### config.mk
export PLATFORM = sky130hd
export DESIGN_NAME = bpa_ram
export DESIGN_NICKNAME = d
export VERILOG_FILES = /design/src/rtl/bpa_ram.sv
export SDC_FILE = /design/constraint.sdc
export NUM_CORES = 1
export LEC_CHECK = 0
export BUFFER_PORTS_ARGS = -buffer_cell sky130_fd_sc_hd__buf_2
export CAP_MARGIN = 5
export CORE_MARGIN = 2
export CORE_UTILIZATION = 55
export DETAILED_ROUTE_END_ITERATION = 12
export PLACE_DENSITY = 0.82
export SYNTH_ARGS = -nofsm -noshare
export SYNTH_HDL_FRONTEND = slang
export SYNTH_SLANG_ARGS = --single-unit
### constraint.sdc
create_clock -name clk -period 3.31 [get_ports clk]
set_input_delay 0.662 -clock clk [delete_from_list [all_inputs] [get_ports clk]]
set_output_delay 0.662 -clock clk [all_outputs]
set_load 0.1 [all_outputs]
### src/rtl/bpa_ram.sv
// Simple dual-port synchronous RAM with registered read data.
module bpa_ram #(
  parameter int DEPTH = 32,
  parameter int WIDTH = 32,
  localparam int AW = $clog2(DEPTH)
) (
  input  logic             clk,
  input  logic             we,
  input  logic [AW-1:0]    waddr,
  input  logic [WIDTH-1:0] wdata,
  input  logic [AW-1:0]    raddr,
  output logic [WIDTH-1:0] rdata
);

  logic [WIDTH-1:0] mem [DEPTH];

  always_ff @(posedge clk) begin
    if (we) mem[waddr] <= wdata;
  end

  always_ff @(posedge clk) begin
    rdata <= mem[raddr];
  end

endmodule

Word-level counts from Yosys, hierarchy flattened. Memory sizes are Yosys's and may differ from the RTL's. A register that Yosys moved wholly into a read port is not among the register bits. Cells that the tools add are included.

Flip-flop bits (word level): 0. Memory bits (writable): 1024. Logic and storage cells: 3. Input bits: 44. Memories: 1. Output and inout port bits: 32.

Mux-type cells: 2.

Memories: mem (words 32, bits a word 32, read ports 1, clocked after memory_dff 1, write ports 1, RTL line 15) `logic [WIDTH-1:0] mem [DEPTH];`.

Operators by type and width (count): 1-bit 2-to-1 mux (2).

Logic depth before layout (Yosys ltp).
Depth in word-level cells: 2. Mapped depth: 8. Gate-level depth less buffers: 5.

Least setup slack after synthesis. No wires, ideal clock.

Kind: input to register. Start: in waddr[1]. End: mem mem[12][0], enable pin. Slack: 0.214 ns. Buffers on the path: 1. Arrival: 2.675 ns. Data required time: 2.889 ns. Stages on the path: 3. Cells stage by stage: or3b_2 > clkbuf_1 > nor2_1.

RTL lines: start, declared (RTL line 9) `input logic [AW-1:0] waddr,`; end, declared (RTL line 15).

Straight into the memory's write port.

Final worst setup path.
Start: reg rdata[11] (read register of mem). End: out rdata[11].

RTL lines: start, declared (RTL line 12) `output logic [WIDTH-1:0] rdata`.

No word-level cell between the ends.

==> results.md <==
- Detailed-route wire length per cell: 28.08 um
- Setup ws final: 1032 ps
- Final period utilization: 0.6881
- Pin count of the biggest net entering global routing: 66
- Multi-input logic area: 0.008610 sq mm
- Yosys warns: 0
- Layout cells sized above 1: 0.1501
- Tightest Pin Transition: around 1100 ps
- Max Transition Viols Final: 0
- Final nets: 2454
- Crit path to: rdata[11]
- Iteration-0 DRC Markers: 2775
- Maximum VDD drop: ~500 uV
- Max Cap Viol: 0
- Crit-path max cell delay: 480 ps
- Die area: 0.07580 sq mm
- Number of diodes: 0
- Mean Syn Cell Area: 17.91 sq um
- CTS Sinks: 1056
- Worst EP arrival: approximately 1600 ps
- Outcome: finished, final reports clean
- Postcts setup bufs: 0
- Initial antenna violation count: 7
- Design area: 0.04612 sq mm
- Cts hold-fix bufs: 0
- Ys flop type: edfxtp_1
- CTS root buf: clkbuf_16
- CTS Buffer Depth: 3
- # setup viols final: 0
- Post-Syn Nets: 2304
- Setup CP Type: flip-flop to output port
- Worst-path cell chain: buf_2
- Final Hold Fails: 0
- Launch point of the worst path: rdata[11]
- Post-Layout Cell Count: 3451
- Final Util: 0.6321
- PortBufs: 75
- Vias/cell: 6.418
- R2r setup slk: 1750 ps
- Drt pass-1 iters: 5
- Seq cells post-synth: around 1100
- Post-synth EDFFs: around 1000
- Placed insts: approximately 3300
- Placement Rows: 99
- Min Tclk post-route: around 2300 ps
- Register area share after synthesis: 0.7754
- Reg-to-Reg Start: mem[7][13]
- Slew margin rel.: 0.2517
- Post-CTS resize count: 0
- Fill cells: 4616
- CP Data Required Time: 2650 ps
- Worst path depth: 1
- Leakage power: 16.14 nW
- IO Pins: 76
- GR Overflow Total: 0
- P&R area growth vs syn: 13.91%
- Cts bufs inserted: 95
- RSZ-0062 raised after global routing: no
- Area after DPL: 0.04292 sq mm
- Setup crit start kind: flip-flop
- DPL Wire Length: 53290 um
- Clk_lat worst skew: 660 ps
- Crit-path max FO: 1
- Cell area power density: 604.8 mW/mm^2
- Post-synthesis cell area: roughly 0.04 sq mm
- CTS tree: done
- Core area: 0.07296 sq mm
- Routed WL: 96900 um
- Worst-path clk slew: 60 ps
- Post-synthesis cell count: 2260
- Setup Total Neg Slack: 0 ps
- Maximum clock frequency: 0.4391 GHz
- Final GP Congestion: 0.8386
- Synth async-reset ratio: 0
- Slowest-stage cell, CP: buf_2
- First-pass GRT wire length: about 140000 um
- Htree depth: 3
- Die Ht: around 280 um
- Chip width: 275.3 um
- Clock skew: 20.23 ps
- Netlist cell types: 25
- Antenna Nets Post-Route: 0
- Vias in the first global route: approximately 22000
- Crit-path leading delay family: buffers and inverters
- Worst hold path class: primary input to flip-flop
- Reg2reg end: rdata[13]
- Total GRT Usage: 0.2560
- DRC: 0
- CP bufs+invs: 1
- Area occupied by registers: approximately 0.031 sq mm
- Initial Util: 0.5549
- DR vias: about 22000
- R2R cell count: 5
- Place WS: 533.1 ps
- Critical path endpoint category: output port
-- flip-flops by register name, summed over array words and instances, names as in the netlist --
signal,count
mem,1024
rdata,32
-- Yosys cell counts (3+ instances only) --
cell	instances	share of area
edfxtp_1	1024	0.76
nor2_1	34	0.0032
buf_6	15	0.0042
a21oi_1	96	0.012
buf_2	26	0.0032
nor3_1	32	0.0040
a22oi_1	96	0.018
dfxtp_1	32	0.016
a31oi_1	32	0.0049
nand3b_1	5	0.00093
buf_1	5	0.00046
a22o_1	64	0.014
nand3_1	98	0.012
nand2_1	98	0.0091
clkbuf_1	46	0.0043
buf_4	33	0.0061
mux2i_1	512	0.13
or3b_2	3	0.00065
-- final cells by class --
type,instances,area share
clock inverters,60,0.01329
multi-input cells,1077,0.1867
flip-flops and latches,1056,0.6807
repair buffers,180,0.03739
clock buffers,119,0.05594
well taps,959,0.02602
-- power by group --
part | switching (mW) | internal [mW]
sequential | 0.0769 | 14.9
combinational | 1.32 | 0.496
clock | 4.79 | 6.35
total | 6.18 | 21.7
-- metrics by stage --
stage,power (mW),hold WS (ps)
floorplan,16.35,552.9
finish,27.89,496.3
global placement,16.94,569.7
global route,28.56,506.7
detailed placement,17.00,604.4
CTS,27.96,467.5
-- kinds of logic after synthesis --
logic type | Yosys count | synth area share
AO/OA/AOI/OAI | 288 | 0.04846
AND/OR/NAND/NOR | 277 | 0.03100
multiplexers | 512 | 0.1266
buffers and inverters | 127 | 0.01860
flip-flops | 1056 | 0.7753
-- metal layers --
metal	vias up	routed length [um]	track usage
met5	-	72	0
met4	8	3595	0.1020
met3	235	9560	0.04628
met2	1405	47330	0.4213
met1	11220	36340	0.3416
li1	9280	-	-
-- placed cells by master, fill, tap and decap left out, drive strengths merged --
cell type and count:
nand2 98, mux2i 512, nand2b 2, a22oi 96
nor2b 1, or3b 3, clkinvlp 6, or3 1
buf 180, clkbuf 119, nand3 98, nor3 32
or2 1, a31oi 32, a22o 64, nand3b 5
and2b 1, bufinv 10, and2 1, clkinv 41
inv 3, nor2 34, edfxtp 1024, a21oi 96
dfxtp 32
-- worst min path at each step --
stage / startpoint / to / slack [ps] / depth (start not counted)
after CTS: wdata[6] / mem[4][6] / 470 / 1
after global placement: mem[16][25] / rdata[25] / 570 / 4
after global routing: wdata[6] / mem[4][6] / 510 / 1
after floorplan: mem[16][10] / rdata[10] / 550 / 4
final: wdata[19] / mem[22][19] / 500 / 1
after detailed placement: mem[16][26] / rdata[26] / 600 / 4
Power figures use the tool's default switching activity.
